<file path="src/hw/rtl/searchable_fifo_queue_macros.svh">
// ----------------------------------------------------------------------------
// searchable fifo queue assertion macros
// concurrent checks clocked on clk and disabled while rst_n is low
// ----------------------------------------------------------------------------
`ifndef SEARCHABLE_FIFO_QUEUE_MACROS_SVH
`define SEARCHABLE_FIFO_QUEUE_MACROS_SVH

`ifndef SYNTHESIS

// property must hold at every clock edge out of reset
`define SFQ_ASSERT(lbl, prop) \
  lbl: assert property (@(posedge clk) disable iff (!rst_n) (prop)) \
    else $error("sfq assertion failed");

// condition must never be seen out of reset
`define SFQ_ASSERT_NEVER(lbl, cond) \
  lbl: assert property (@(posedge clk) disable iff (!rst_n) !(cond)) \
    else $error("sfq forbidden condition seen");

`else

`define SFQ_ASSERT(lbl, prop)
`define SFQ_ASSERT_NEVER(lbl, cond)

`endif

`endif

</file>
<file path="src/hw/rtl/sfq_pkg.sv">
// ----------------------------------------------------------------------------
// sfq_pkg
// shared sizes, codes and the cell control bundle of the searchable fifo queue
// ----------------------------------------------------------------------------
package sfq_pkg;

  localparam int DEPTH      = 16;
  localparam int WORD_WIDTH = 32;
  localparam int CNT_W      = $clog2(DEPTH + 1);
  localparam int IDX_W      = $clog2(DEPTH);

  // port widths of the transaction fields
  localparam int FUNC_W   = 3;
  localparam int IO_W     = 32;
  localparam int POS_W    = 4;
  localparam int STATUS_W = 3;

  typedef logic [WORD_WIDTH-1:0] word_t;
  typedef logic [CNT_W-1:0]      cnt_t;
  typedef logic [IDX_W-1:0]      idx_t;

  localparam cnt_t FULL_CNT = CNT_W'(DEPTH);

  typedef enum logic [FUNC_W-1:0] {
    OP_PUSH      = 3'd0,
    OP_POP       = 3'd1,
    OP_READ      = 3'd2,
    OP_ERASE     = 3'd3,
    OP_ERASE_ALL = 3'd4,
    OP_CHANGE    = 3'd5
  } func_t;

  typedef enum logic [STATUS_W-1:0] {
    ST_OK       = 3'd0,
    ST_EMPTY    = 3'd1,
    ST_FULL     = 3'd2,
    ST_RANGE    = 3'd3,
    ST_NOTFOUND = 3'd4
  } status_t;

  // broadcast from the controller to every cell
  typedef struct packed {
    logic  cmp;    // register match flags this cycle
    logic  act;    // apply the operation this cycle
    func_t op;
    cnt_t  count;
    word_t value;
    word_t rep;
  } ctl_t;

endpackage

</file>
<file path="src/hw/rtl/sfq_cell.sv">
// ----------------------------------------------------------------------------
// sfq_cell
// one queue slot: holds a word, compares it, takes its right neighbour's word
// ----------------------------------------------------------------------------
module sfq_cell (
  input  logic                 clk,
  input  logic                 rst_n,
  input  sfq_pkg::cnt_t        idx,
  input  sfq_pkg::ctl_t        ctl,
  input  sfq_pkg::word_t       right_q,
  input  logic                 any_in,
  output sfq_pkg::word_t       q,
  output sfq_pkg::word_t       q_nxt,
  output logic                 any_out,
  output logic                 first
);

  sfq_pkg::word_t q_r;
  logic           match_r;
  logic           match_nxt;

  // match seen here or in any cell nearer the head
  assign any_out = any_in | match_r;
  assign first   = match_r & ~any_in;
  assign q       = q_r;

  always_comb begin
    match_nxt = match_r;
    if (ctl.cmp) begin
      match_nxt = (idx < ctl.count) && (q_r == ctl.value);
    end
  end

  always_comb begin
    q_nxt = q_r;
    if (ctl.act) begin
      case (ctl.op)
        sfq_pkg::OP_PUSH: begin
          if (idx == ctl.count) begin
            q_nxt = ctl.value;
          end
        end
        sfq_pkg::OP_POP: begin
          q_nxt = right_q;
        end
        sfq_pkg::OP_ERASE, sfq_pkg::OP_ERASE_ALL: begin
          if (any_out) begin
            q_nxt = right_q;
          end
        end
        sfq_pkg::OP_CHANGE: begin
          if (first) begin
            q_nxt = ctl.rep;
          end
        end
        default: begin
          q_nxt = q_r;
        end
      endcase
    end
  end

  always_ff @(posedge clk) begin
    q_r <= q_nxt;
    if (!rst_n) begin
      match_r <= 1'b0;
    end else begin
      match_r <= match_nxt;
    end
  end

endmodule

</file>
<file path="src/hw/rtl/searchable_fifo_queue.sv">
// ----------------------------------------------------------------------------
// searchable_fifo_queue
// ordered queue of words with push, pop, indexed read and search operations
// ----------------------------------------------------------------------------
// usage
//   in_ channel carries one operation per transaction: in_func selects push,
//   pop, read at in_position, erase first match, erase all matches or change
//   first match; in_value is the word pushed or searched for, in_replacement
//   the word written by change
//   out_ channel returns one transaction per operation: the popped or read
//   word, the head word, the entry count and a status code
//   result: registered after a compare pass across the row of cells
//   followed by an apply pass
//   no new operation is taken until the current one has finished its
//   compare and apply passes; erase all takes one compare and apply pass per
//   removed entry plus a final pass
//   in_ready is high whenever no operation is in flight, even while a
//   result is still waiting on out_ready
//   receiver stall: the apply pass holds until the output register is free,
//   queue contents do not move meanwhile
//   reset: queue empty, no result pending, ready for a transaction on the
//   first cycle after rst_n is released
// ----------------------------------------------------------------------------
`include "searchable_fifo_queue_macros.svh"

module searchable_fifo_queue (
  input  logic                          clk,
  input  logic                          rst_n,
  // operation channel
  input  logic                          in_valid,
  output logic                          in_ready,
  input  logic [sfq_pkg::FUNC_W-1:0]    in_func,
  input  logic [sfq_pkg::IO_W-1:0]      in_value,
  input  logic [sfq_pkg::IO_W-1:0]      in_replacement,
  input  logic [sfq_pkg::POS_W-1:0]     in_position,
  // result channel
  output logic                          out_valid,
  input  logic                          out_ready,
  output logic [sfq_pkg::IO_W-1:0]      out_read_word,
  output logic [sfq_pkg::IO_W-1:0]      out_head_word,
  output logic [sfq_pkg::CNT_W-1:0]     out_entry_count,
  output logic [sfq_pkg::STATUS_W-1:0]  out_status
);

  typedef enum logic [1:0] {
    S_IDLE,
    S_CMP,
    S_APPLY
  } state_t;

  state_t                        state_r, state_nxt;

  // latched operation
  sfq_pkg::func_t                op_r, op_nxt;
  sfq_pkg::word_t                val_r, val_nxt;
  sfq_pkg::word_t                rep_r, rep_nxt;
  logic [sfq_pkg::POS_W-1:0]     pos_r, pos_nxt;

  sfq_pkg::cnt_t                 cnt_r, cnt_nxt;
  logic                          found_r, found_nxt;   // erase all removed something

  // result register
  logic                          out_valid_r, out_valid_nxt;
  sfq_pkg::word_t                read_r, read_nxt;
  sfq_pkg::word_t                head_r, head_nxt;
  sfq_pkg::cnt_t                 ocnt_r, ocnt_nxt;
  sfq_pkg::status_t              status_r, status_nxt;

  logic                          accept;
  logic                          out_free;
  logic                          act;

  sfq_pkg::ctl_t                 ctl;
  sfq_pkg::word_t                cell_q   [sfq_pkg::DEPTH];
  sfq_pkg::word_t                cell_qn  [sfq_pkg::DEPTH];
  logic [sfq_pkg::DEPTH:0]       any_chain;
  logic [sfq_pkg::DEPTH-1:0]     first_vec;
  logic                          any_match;

  assign in_ready = (state_r == S_IDLE);
  assign accept   = in_valid && in_ready;
  assign out_free = !out_valid_r || out_ready;

  // broadcast control to the row of cells
  assign ctl.cmp   = (state_r == S_CMP);
  assign ctl.act   = act;
  assign ctl.op    = op_r;
  assign ctl.count = cnt_r;
  assign ctl.value = val_r;
  assign ctl.rep   = rep_r;

  // ripple of match flags from head to tail picks out the first match
  assign any_chain[0] = 1'b0;
  assign any_match    = any_chain[sfq_pkg::DEPTH];

  for (genvar i = 0; i < sfq_pkg::DEPTH; i++) begin : g_cell
    sfq_pkg::word_t right_q;

    if (i < sfq_pkg::DEPTH - 1) begin : g_mid
      assign right_q = cell_q[i+1];
    end else begin : g_tail
      assign right_q = '0;
    end

    sfq_cell u_cell (
      .clk     (clk),
      .rst_n   (rst_n),
      .idx     (sfq_pkg::CNT_W'(i)),
      .ctl     (ctl),
      .right_q (right_q),
      .any_in  (any_chain[i]),
      .q       (cell_q[i]),
      .q_nxt   (cell_qn[i]),
      .any_out (any_chain[i+1]),
      .first   (first_vec[i])
    );
  end

  always_comb begin
    state_nxt     = state_r;
    op_nxt        = op_r;
    val_nxt       = val_r;
    rep_nxt       = rep_r;
    pos_nxt       = pos_r;
    cnt_nxt       = cnt_r;
    found_nxt     = found_r;
    act           = 1'b0;
    out_valid_nxt = out_valid_r && !out_ready;
    read_nxt      = read_r;
    head_nxt      = head_r;
    ocnt_nxt      = ocnt_r;
    status_nxt    = status_r;

    case (state_r)
      S_IDLE: begin
        if (accept) begin
          op_nxt    = sfq_pkg::func_t'(in_func);
          val_nxt   = sfq_pkg::word_t'(in_value);
          rep_nxt   = sfq_pkg::word_t'(in_replacement);
          pos_nxt   = in_position;
          found_nxt = 1'b0;
          state_nxt = S_CMP;
        end
      end

      S_CMP: begin
        state_nxt = S_APPLY;
      end

      S_APPLY: begin
        if (out_free) begin
          // result goes out unless erase all needs another pass
          out_valid_nxt = 1'b1;
          state_nxt     = S_IDLE;
          read_nxt      = '0;
          status_nxt    = sfq_pkg::ST_OK;

          case (op_r)
            sfq_pkg::OP_PUSH: begin
              if (cnt_r >= sfq_pkg::FULL_CNT) begin
                status_nxt = sfq_pkg::ST_FULL;
              end else begin
                act     = 1'b1;
                cnt_nxt = cnt_r + 1'b1;
              end
            end
            sfq_pkg::OP_POP: begin
              if (cnt_r == '0) begin
                status_nxt = sfq_pkg::ST_EMPTY;
              end else begin
                act      = 1'b1;
                read_nxt = cell_q[0];
                cnt_nxt  = cnt_r - 1'b1;
              end
            end
            sfq_pkg::OP_READ: begin
              if (cnt_r == '0) begin
                status_nxt = sfq_pkg::ST_EMPTY;
              end else if (32'(pos_r) >= 32'(cnt_r)) begin
                status_nxt = sfq_pkg::ST_RANGE;
              end else begin
                read_nxt = cell_q[sfq_pkg::idx_t'(pos_r)];
              end
            end
            sfq_pkg::OP_ERASE: begin
              if (cnt_r == '0) begin
                status_nxt = sfq_pkg::ST_EMPTY;
              end else if (!any_match) begin
                status_nxt = sfq_pkg::ST_NOTFOUND;
              end else begin
                act     = 1'b1;
                cnt_nxt = cnt_r - 1'b1;
              end
            end
            sfq_pkg::OP_ERASE_ALL: begin
              // a queue emptied by earlier passes still reports ok
              if (cnt_r == '0 && !found_r) begin
                status_nxt = sfq_pkg::ST_EMPTY;
              end else if (any_match) begin
                // drop the first match and search again
                act           = 1'b1;
                cnt_nxt       = cnt_r - 1'b1;
                found_nxt     = 1'b1;
                out_valid_nxt = out_valid_r && !out_ready;
                state_nxt     = S_CMP;
              end else if (!found_r) begin
                status_nxt = sfq_pkg::ST_NOTFOUND;
              end
            end
            sfq_pkg::OP_CHANGE: begin
              if (cnt_r == '0) begin
                status_nxt = sfq_pkg::ST_EMPTY;
              end else if (!any_match) begin
                status_nxt = sfq_pkg::ST_NOTFOUND;
              end else begin
                act = 1'b1;
              end
            end
            default: begin
              status_nxt = sfq_pkg::ST_OK;
            end
          endcase

          head_nxt = (cnt_nxt != '0) ? cell_qn[0] : '0;
          ocnt_nxt = cnt_nxt;
        end
      end

      default: begin
        state_nxt = S_IDLE;
      end
    endcase
  end

  always_ff @(posedge clk) begin
    op_r     <= op_nxt;
    val_r    <= val_nxt;
    rep_r    <= rep_nxt;
    pos_r    <= pos_nxt;
    read_r   <= read_nxt;
    head_r   <= head_nxt;
    ocnt_r   <= ocnt_nxt;
    status_r <= status_nxt;
    if (!rst_n) begin
      state_r     <= S_IDLE;
      cnt_r       <= '0;
      found_r     <= 1'b0;
      out_valid_r <= 1'b0;
    end else begin
      state_r     <= state_nxt;
      cnt_r       <= cnt_nxt;
      found_r     <= found_nxt;
      out_valid_r <= out_valid_nxt;
    end
  end

  assign out_valid       = out_valid_r;
  assign out_read_word   = sfq_pkg::IO_W'(read_r);
  assign out_head_word   = sfq_pkg::IO_W'(head_r);
  assign out_entry_count = ocnt_r;
  assign out_status      = status_r;

  // fill level never passes the number of cells
  `SFQ_ASSERT_NEVER(a_cnt_range, cnt_r > sfq_pkg::FULL_CNT)
  // at most one cell sees itself as the first match
  `SFQ_ASSERT(a_first_onehot, $onehot0(first_vec))
  // fill level only moves on an apply pass
  `SFQ_ASSERT(a_cnt_only_apply, (state_r != S_APPLY) |=> (cnt_r == $past(cnt_r)))
  // a new result only appears straight after an apply pass
  `SFQ_ASSERT(a_out_after_apply, $rose(out_valid_r) |-> $past(state_r == S_APPLY))

endmodule

</file>
<file path="config.mk">
export PLATFORM = sky130hd
export DESIGN_NAME = searchable_fifo_queue
export DESIGN_NICKNAME = d
export VERILOG_FILES = /design/src/hw/rtl/sfq_pkg.sv /design/src/hw/rtl/sfq_cell.sv /design/src/hw/rtl/searchable_fifo_queue.sv
export VERILOG_INCLUDE_DIRS = /design/src /design/src/hw/rtl
export SDC_FILE = /design/constraint.sdc
export NUM_CORES = 1
export LEC_CHECK = 0
export BUFFER_PORTS_ARGS = -buffer_cell sky130_fd_sc_hd__buf_2
export CORE_ASPECT_RATIO = 0.6
export CORE_MARGIN = 2
export CORE_UTILIZATION = 57
export CTS_BUF_LIST = sky130_fd_sc_hd__clkbuf_16
export DETAILED_ROUTE_END_ITERATION = 12
export HOLD_SLACK_MARGIN = 0.02
export PLACE_DENSITY = 0.88
export SETUP_SLACK_MARGIN = 0.5
export SYNTH_ARGS = -nofsm -noshare
export SYNTH_HDL_FRONTEND = slang
export SYNTH_SLANG_ARGS = --single-unit
</file>
<file path="constraint.sdc">
create_clock -name clk -period 5.7 [get_ports clk]
set_input_delay 0.57 -clock clk [delete_from_list [all_inputs] [get_ports clk]]
set_output_delay 0.57 -clock clk [all_outputs]
set_load 0.01 [all_outputs]
</file>
# --- Yosys cells after proc, flatten, opt, wreduce, memory -nomap -nowiden ---
# Cells that the tools add are included.
op_classes:
  n_eq_ne: 88
  bitwise_logic: 46
  order_cmp: 19
  div: 0
  n_addsub: 2
  shifts: 0
  n_reduce_logical: 50
  n_mux: 115
  multipliers: 0
ops:
  columns: ["cell", "n"]
  rows:
  - ["32-bit one-hot mux with 4 select lines", 16]
  - ["32-bit two-way mux", 54]
  - ["32-bit == test", 16]
  - ["32-bit binary-select mux with 4-bit select", 1]
  - ["2-bit by 1-bit inequality test with 1-bit output, second input constant", 46]
  - ["5-bit AND reduction", 15]
  - ["32-bit one-hot mux with 2 select lines", 1]
  - ["4-bit by 5-bit == test with 1-bit output, first input constant", 8]
  - ["4-bit by 5-bit < comparator with 1-bit output, first input constant", 8]
  - ["5-bit two-way mux", 7]
  - ["1-bit two-way mux", 21]
  - ["3-bit by 5-bit == test with 1-bit output, first input constant", 4]
  - ["3-bit by 5-bit < comparator with 1-bit output, first input constant", 4]
  - ["5-bit one-hot mux with 4 select lines", 1]
  - ["1-bit logical AND", 19]
  - ["1-bit AND", 15]
  - ["3-bit two-way mux", 5]
  - ["1-bit NOT", 15]
  - ["1-bit OR", 15]
  - ["3-bit one-hot mux with 5 select lines", 1]
  - ["2-bit by 5-bit == test with 1-bit output, first input constant", 2]
  - ["5-bit greater-or-equal comparator, second input constant", 2]
  - ["1-bit by 5-bit < comparator with 1-bit output, first input constant", 2]
  - ["2-bit by 5-bit < comparator with 1-bit output, first input constant", 2]
  - ["26 further kinds", 40]
totals:
  output_inout_bits: 74
  ram_bits: 0
  memories: 0
  romBits: 0
  latchBits: 0
  wordCells: 364
  regBits: 680
  inputBits: 75

# --- Depth between registers and ports, before layout ---
# Gate-level depths: netlist (run 1).
logic_depth:
  depth_word: 21
  mapped_depth: 12
  ltp_nobuf: 9

# --- Modules after synthesis ---
# From an unflattened synthesis (run 1), not the netlist that was laid out.
hier_totals:
  cells_unflattened: 6440
  hier_area_um2: 63393.3
by_module_without_submodules:
  columns: ["mod", "cells_each", "seq_area_each_um2", "area_each_um2", "n_inst"]
  rows:
  - ["sfq_cell (g_cell[0].u_cell ...)", 363, 660.6, 3339.5, 13]
  - ["sfq_cell (g_cell[7].u_cell ...)", 364, 660.6, 3339.5, 3]
  - ["searchable_fifo_queue", 629, 4474.3, 9962.1, 1]

# --- Worst setup path before layout (run 1) ---
# Ideal clock, no wire load.
synth_timing:
  path_kind: "flip-flop to flip-flop"
  start: "reg cnt_r[1]"
  end: "reg g_cell[1].u_cell.q_r[0] (enable)"
  setup_ns: 0.501
  period_less_slack_ns: 5.992
  path_buffers: 1
  arrival_time_ns: 5.491
  setup_slack_ns: -0.292
  required_ns: 5.199
  stages_incl_launch_ff: 9
  cell_sequence: "dfxtp_1 clkbuf_1 inv_1 ha_1 or4b_4 o211ai_4 o211ai_1 a221o_1 nor4_1"
synth_via:
  elab_chain_cells: 7
  word_cells_on_any_way: 13
  cone_classes: "order compare: 1; eq/ne: 2; mux: 7; reduce/logical: 3"
synth_rtl:
  columns: ["item", "line_no", "text"]
  rows:
  - ["from (decl)", "searchable_fifo_queue.sv:59", "sfq_pkg::cnt_t cnt_r, cnt_nxt;"]
  - ["from (signal assigned)", "searchable_fifo_queue.sv:251", "cnt_r <= cnt_nxt;"]
  - ["branches (longest 6 deep; another with 5-bit greater-or-equal comparator)", null, null]
  - ["5-bit AND reduction (no line) (*)", null, null]
  - ["to (signal assigned)", "sfq_cell.sv:64", "q_r <= q_nxt;"]
  - ["to (decl)", "sfq_cell.sv:18", "sfq_pkg::word_t q_r;"]
# Mark *: on every way between the ends.
# A chain may end at the register's enable or synchronous reset.

# --- Worst setup path after layout (run 1) ---
layout_timing:
  start: "reg cnt_r[1]"
  end: "reg g_cell[10].u_cell.q_r[7] (enable)"
layout_via:
  elab_chain_cells: 7
  word_cells_on_any_way: 13
  cone_classes: "order compare: 1; eq/ne: 2; mux: 7; reduce/logical: 3"
layout_rtl:
  columns: ["item", "line_no"]
  rows:
  - ["branches (longest 6 deep; another with 5-bit greater-or-equal comparator)", null]
  - ["5-bit AND reduction (no line) (*)", null]
  - ["to (signal assigned)", "sfq_cell.sv:64"]
  - ["to (decl)", "sfq_cell.sv:18"]
# Marked as above.

==> flow_metrics.py, run 1 <==
metrics = {
    "placed_design": {
        "pre_cts_slack_ns": 1.245,
        "hpwl_um": 116300,
        "dp_cells": 3667,
        "port_buffers": 148,
        "gp_congestion": 1.140,
    },
    "sta": {
        "grt_setup_unrepaired": "no",
        "relSlewSlack": -0.1157,
        "finClkSkew_ns": 0.03253,
        "tns_ns": 0,
        "slew_viol_final": 5,
        "fin_ws_ns": 1.034,
        "setup_viol": 0,
        "min_period_over_period": 0.8186,
        "finalCriticalPeriod_ns": 4.666,
        "worstMarginPinSlew_ns": 1.662,
        "hold_viol_final": 0,
        "fmaxAchievable_ghz": 0.2143,
    },
    "setup_path": {
        "path_delay_family": "compound AO/OA/AOI/OAI gates",
        "critPathBufInv": 2,
        "cp.required_ns": 5.98,
        "critical_path_class": "reg -> reg",
        "cp-start-kind": "flip-flop",
        "path_cells": "inv_1 -> ha_1 -> or4b_4 -> o211ai_4 -> o211ai_1 -> a221o_1 -> nor3_2 -> buf_4",
        "cp-end-kind": "flip-flop",
        "slowest_stage": "a221o_1",
        "critPathMaxStageDelay_ns": 0.79,
        "crit_fanout": 31,
        "arrival_ns": 4.95,
    },
    "synthesis": {
        "synthMuxAreaShare": 0.09892,
        "synth_adder_area_share": 0.003066,
        "synth_area_leaders": "edfxtp_1 51%, mux4_2 9.8%, a21o_1 9.3%",
        "synth_top_cell_area_share": 0.5093,
        "syn_avg_cell_area_um2": 12.97,
        "ys_warn_count": 0,
        "synth_nets": 2917,
        "async_reset_ff_frac": 0,
        "netlist_instances": 2833,
        "synth_compound_area_frac": 0.1401,
        "syn-cell-area_um2": 36730,
        "synth_top_family_by_area": "compound AO/OA/AOI/OAI gates",
        "yosysTopAreaCell": "edfxtp_1",
        "ys_ff_latch": 680,
        "synth-simple-area-share": 0.06274,
        "seq_area_frac_synth": 0.5404,
        "synth_edf_count": 623,
        "synth.distinct_cells": 59,
        "synth-xor-area-share": 0.1223,
        "synth_ff_type": "edfxtp_1",
    },
    "cts": {
        "clock_latency_ns": 0.67,
        "cts_buffer_depth": 3,
        "postCtsHoldBufs": 0,
        "ctsResizeCount": 0,
        "cts_setup_buffers": 0,
        "clkSlewWorstSetupHoldPaths_ns": 0.07,
        "root_buffer": "clkbuf_16",
        "cts_tree": "built",
        "cts_buffers": 66,
        "numClockSinks": 680,
        "htree_levels": 3,
    },
    "floorplanning": {
        "core_um2": 64050,
        "start_util": 0.5735,
        "die_area_um2": 66560,
        "rows": 72,
        "io_pins": 149,
        "die_y_um": 200.6,
        "die_w_um": 331.7,
    },
    "cells_and_area": {
        "final_common_cell": "edfxtp_1",
        "utilization": 0.6345,
        "fin_cells": 3796,
        "area_growth_pct": 10.64,
        "drive_gt1_frac": 0.1767,
        "nets": 2968,
        "layout_common_cells": "623 x edfxtp_1, 452 x a21o_1, 353 x xnor2_1, 160 x mux4_2, 160 x xor2_1",
    },
    "run_status": {
        "run_status": "finished, violations left",
        "failed_checks": "capacitance limit, slew limit",
    },
    "grt": {
        "grt_pass1_vias": 25969,
        "grt_usage": 0.4745,
        "antenna_found_initial": 18,
        "grt_pass1_wl_um": 216300,
        "grt_max_degree": 218,
        "grt_overflow_total": 0,
    },
    "route": {
        "wl_per_cell_um": 41.87,
        "drc": 0,
        "postRouteWirelength_um": 158900,
        "dr.first_iter.drc_count": 6227,
        "vias_per_cell": 7.504,
        "vias": 28486,
        "ant_nets": 0,
        "dr.pass1.iters": 6,
    },
    "power": {
        "vdd_drop_max_uv": 252.4,
        "cellLeakagePower_nw": 16.07,
        "power.density_nw_per_um2": 309.2,
    },
    "hold_path": {
        "hp-class": "in -> reg",
    },
    "run": {
        "drv_cap": 2,
    },
}
[through the flow]
step	hold WS, ns	total power [mW]	instance area, um^2
floorplan	0.4457	7.023	36740
global placement	0.4640	7.786	38400
global route	0.08207	12.74	40630
detailed placement	0.4656	7.808	38400
finish	0.07322	12.57	40640
CTS	0.07112	12.38	40620
[final cells by class]
class                           instances  area [um^2]
Sequential cell                       680        19850
Clock buffer                           68         1702
Tap cell                              851         1065
Fill cell                            4800        23410
Multi-Input combinational cell       1838        15850
Inverter                               74        279.0
Timing Repair Buffer                  224         1361
Antenna cell                            8        20.02
Clock inverter                         53        519.2
[Yosys cell counts, types with 3 or more instances]
library cell  instances
edfxtp_1            623
a21o_1              453
xnor2_1             353
clkbuf_1            165
mux4_2              160
xor2_1              160
nand2_1             123
nand4_1              94
inv_1                74
nor2_1               69
a22oi_1              67
buf_1                67
a21oi_1              63
nor4_1               58
dfxtp_1              57
nor3_1               42
o21ai_0              40
a22o_1               33
nand3_1              22
buf_2                 9
ha_1                  9
nor2b_1               9
nand2b_1              8
a2111oi_0             7
a211oi_1              6
a31oi_1               6
o211ai_1              5
o21ai_1               4
a32oi_1               3
mux2i_1               3
o21a_1                3
[power by group]
part	total [mW]	internal (mW)	leakage [nW]	switching [mW]
Sequential	5.75	5.62	6.20	0.123
Clock	4.72	2.60	1.14	2.12
Combinational	2.10	0.718	8.73	1.38
Total	12.6	8.94	16.1	3.62
[metal layers]
metal / wire length (um) / track usage / vias to the layer above / part of all wire
met2: 59950 / 0.5868 / 2944 / 0.38
li1: - / - / 10802 / -
met4: 5826 / 0.1464 / 26 / 0.037
met5: 424 / 0.03050 / - / 0.0027
met1: 58620 / 0.6646 / 14340 / 0.37
met3: 34130 / 0.3071 / 374 / 0.21
[worst register-to-register path: cells and delay by family, from the launching register on]
kind / cells / cell delay [ns]
buffers and inverters: 2 / 0.95
AOI/OAI and AO/OA: 3 / 1.40
and+or+nand+nor: 2 / 1.01
adders and majority gates: 1 / 0.32
DFF: 1 / 0.52
[registers in the layout, indices dropped and copies added (netlist names), 5 cells and up]
signal                 cells
g_cell.u_cell.q          512
out_head_word             32
out_read_word             32
rep_r                     32
val_r                     32
g_cell.u_cell.match_r     16
cnt_r                      5
out_entry_count            5
[final timing paths]
path	from	slack, ns	endpoint	cells after the start
worst min register to register	g_cell[15].u_cell.match_r	0.47	g_cell[15].u_cell.match_r	2
worst min-delay path	in_value[11]	0.07	val_r[11]	1
worst max register to register	cnt_r[1]	1.03	g_cell[10].u_cell.q[7]	8
worst max-delay path	cnt_r[1]	1.03	g_cell[10].u_cell.q[7]	8
[cells by family (layout without fill, tap and decap cells)]
group | after synthesis | after routing
AOI/OAI and AO/OA | 707 | 707
DFF | 680 | 680
xor gates and xnor gates | 513 | 513
and+or+nand+nor | 446 | 446
buffers and inverters | 315 | 419
muxes | 163 | 163
adders and majority gates | 9 | 9
other | 0 | 8
Note: power is estimated with default switching activity, not from simulation.
==> run 2: changes to the inputs <==
--- a/config.mk
+++ b/config.mk
@@ -9,7 +9,7 @@
 export BUFFER_PORTS_ARGS = -buffer_cell sky130_fd_sc_hd__buf_2
 export CORE_ASPECT_RATIO = 0.6
 export CORE_MARGIN = 2
-export CORE_UTILIZATION = 57
+export CORE_UTILIZATION = 59
 export CTS_BUF_LIST = sky130_fd_sc_hd__clkbuf_16
 export DETAILED_ROUTE_END_ITERATION = 12
 export HOLD_SLACK_MARGIN = 0.02
==> constraint.sdc (replaced) <==
create_clock -name clk -period 4.6 [get_ports clk]
set_input_delay 0.46 -clock clk [delete_from_list [all_inputs] [get_ports clk]]
set_output_delay 0.46 -clock clk [all_outputs]
set_load 0.01 [all_outputs]
==> run 2 against run 1 <==
  * Hold slack worse by 0.040 ns
  * Setup slack lost 0.47 ns
  * Clock skew up 0.012 ns
  * Non-clock buffer count increased by 89
  * Combinational power grew 25%
  * Highest routed layer unchanged
  * Critical path depth is 2 higher
  * Global-route usage grew 1.9 points
  * Maximum frequency rose by 16%
  * Die area decreased by 3.3%
  * The run still ends with capacitance limit, slew limit left
  * Total power grew 25%
==> flow_metrics.py, run 2 (synthesized netlist as in run 1, its figures left out) <==
metrics = {
    "run_status": {
        "run_status": "finished, violations left",
        "failed_checks": "capacitance limit, slew limit",
    },
    "route": {
        "dr.pass1.iters": 6,
        "dr.first_iter.drc_count": 6084,
        "postRouteWirelength_um": 158900,
        "wl_per_cell_um": 41.17,
        "vias_per_cell": 7.436,
        "vias": 28704,
        "ant_nets": 0,
        "drc": 0,
    },
    "placed_design": {
        "gp_congestion": 1.170,
        "dpl_cell_area_um2": 38760,
        "dp_cells": 3662,
        "pre_cts_slack_ns": 0.7621,
        "hpwl_um": 115000,
        "port_buffers": 148,
    },
    "cts": {
        "ctsResizeCount": 0,
        "postCtsHoldBufs": 70,
        "cts_buffer_depth": 3,
        "clock_latency_ns": 0.65,
        "htree_levels": 3,
        "cts_setup_buffers": 0,
        "clkSlewWorstSetupHoldPaths_ns": 0.06,
        "root_buffer": "clkbuf_16",
        "cts_tree": "built",
        "cts_buffers": 67,
        "numClockSinks": 680,
    },
    "sta": {
        "hold_viol_final": 0,
        "min_period_over_period": 0.8771,
        "slew_viol_final": 1,
        "finClkSkew_ns": 0.04432,
        "worstMarginPinSlew_ns": 1.490,
        "finalCriticalPeriod_ns": 4.035,
        "grt_setup_unrepaired": "no",
        "fin_ws_ns": 0.5652,
        "relSlewSlack": -0.002418,
        "fmaxAchievable_ghz": 0.2478,
        "whs_ns": 0.03334,
        "setup_viol": 0,
    },
    "run": {
        "drv_cap": 1,
    },
    "cells_and_area": {
        "layout_common_cells": "623 x edfxtp_1, 453 x a21o_1, 353 x xnor2_1, 160 x mux4_2, 160 x xor2_1",
        "multi_input_comb_area_um2": 15900,
        "fin_area_um2": 41740,
        "nets": 3058,
        "drive_gt1_frac": 0.1782,
        "area_growth_pct": 13.62,
        "final_common_cell": "edfxtp_1",
        "largest_reg_flops": 512,
        "fin_cells": 3860,
        "ff_latch_area_um2": 19850,
        "nFillCells": 4305,
    },
    "hold_path": {
        "hp-class": "in -> reg",
        "hold_start": "in_value[10]",
        "min_path_cells": 1,
        "min_to": "val_r[10]",
    },
    "power": {
        "total_power_mw": 15.71,
        "cellLeakagePower_nw": 16.53,
        "power.density_nw_per_um2": 376.4,
        "vdd_drop_max_uv": 309.4,
    },
    "floorplanning": {
        "core_um2": 61220,
        "io_pins": 149,
        "die_area_um2": 64340,
        "start_util": 0.6000,
        "die_w_um": 326.1,
        "rows": 70,
        "die_y_um": 197.3,
    },
    "setup_path": {
        "critical_path_class": "reg -> reg",
        "rr_endpoint": "out_head_word[31]",
        "critPathMaxStageDelay_ns": 0.64,
        "cp-end-kind": "flip-flop",
        "reg2reg_depth": 10,
        "slowest_stage": "or4b_4",
        "r2r_slack_ns": 0.57,
        "cp.required_ns": 4.99,
        "path_delay_family": "compound AO/OA/AOI/OAI gates",
        "r2r_start": "cnt_r[0]",
        "path_cells": "inv_1 -> ha_1 -> or4b_4 -> o211ai_4 -> o211ai_1 -> a221oi_4 -> o221ai_4 -> buf_4 -> a22oi_1 -> nor2_1",
        "arrival_ns": 4.43,
        "crit_fanout": 20,
        "cp-start-kind": "flip-flop",
        "critPathBufInv": 2,
    },
    "grt": {
        "antenna_found_initial": 20,
        "grt_max_degree": 213,
        "grt_pass1_wl_um": 216600,
        "grt_overflow_total": 0,
        "grt_usage": 0.4937,
        "grt_pass1_vias": 26307,
    },
}
## run 2: cell types whose count changed in the layout (fill, tap and decap cells not counted), moves of 7 or more
cell,change
dlygate4sd3_1,+70
inv_1,-7
nor3_2,-9
nor3_4,+9
clkinv_2,+9
buf_12,+16
## run 2: power breakdown
part	internal, mW	switching (mW)
logic	0.938	1.68
clock network	3.37	2.57
registers	6.97	0.189
## run 2: area by class of cell
cell class | count | share of cell area
multi-input cells | 1838 | 0.3809
repair buffers | 313 | 0.05756
inverters | 74 | 0.006685
flip-flops and latches | 680 | 0.4756
clock inverters | 52 | 0.01322
well taps | 828 | 0.02482
clock buffers | 68 | 0.04077
diodes | 7 | 0.0004197
## run 2: worst max path at each step
stage	startpoint	slack, ns	cells past startpoint	endpoint
floorplan	cnt_r[1]	-0.46	8	g_cell[4].u_cell.q[0]
global placement	cnt_r[0]	0.88	10	out_head_word[10]
detailed placement	cnt_r[0]	0.76	10	out_head_word[3]
CTS	cnt_r[0]	0.76	10	out_head_word[3]
global route	cnt_r[0]	0.50	10	out_head_word[31]
finish	cnt_r[0]	0.57	10	out_head_word[31]
## run 2: per-layer routing
| metal | vias to the layer above | GRT usage | wire [um] |
|---|---|---|---|
| met2 | 3066 | 0.6266 | 60350 |
| met3 | 416 | 0.3163 | 34090 |
| li1 | 10973 | - | - |
| met5 | - | 0.01199 | 363 |
| met1 | 14221 | 0.6733 | 57290 |
| met4 | 28 | 0.1714 | 6848 |
## run 2: metrics by stage
step	TNS (ns)	utilization
after floorplan	-46.00	-
after global placement	0	0.6331
after detailed placement	0	0.6331
after CTS	0	0.6813
after global routing	0	0.6814
final	0	0.6817
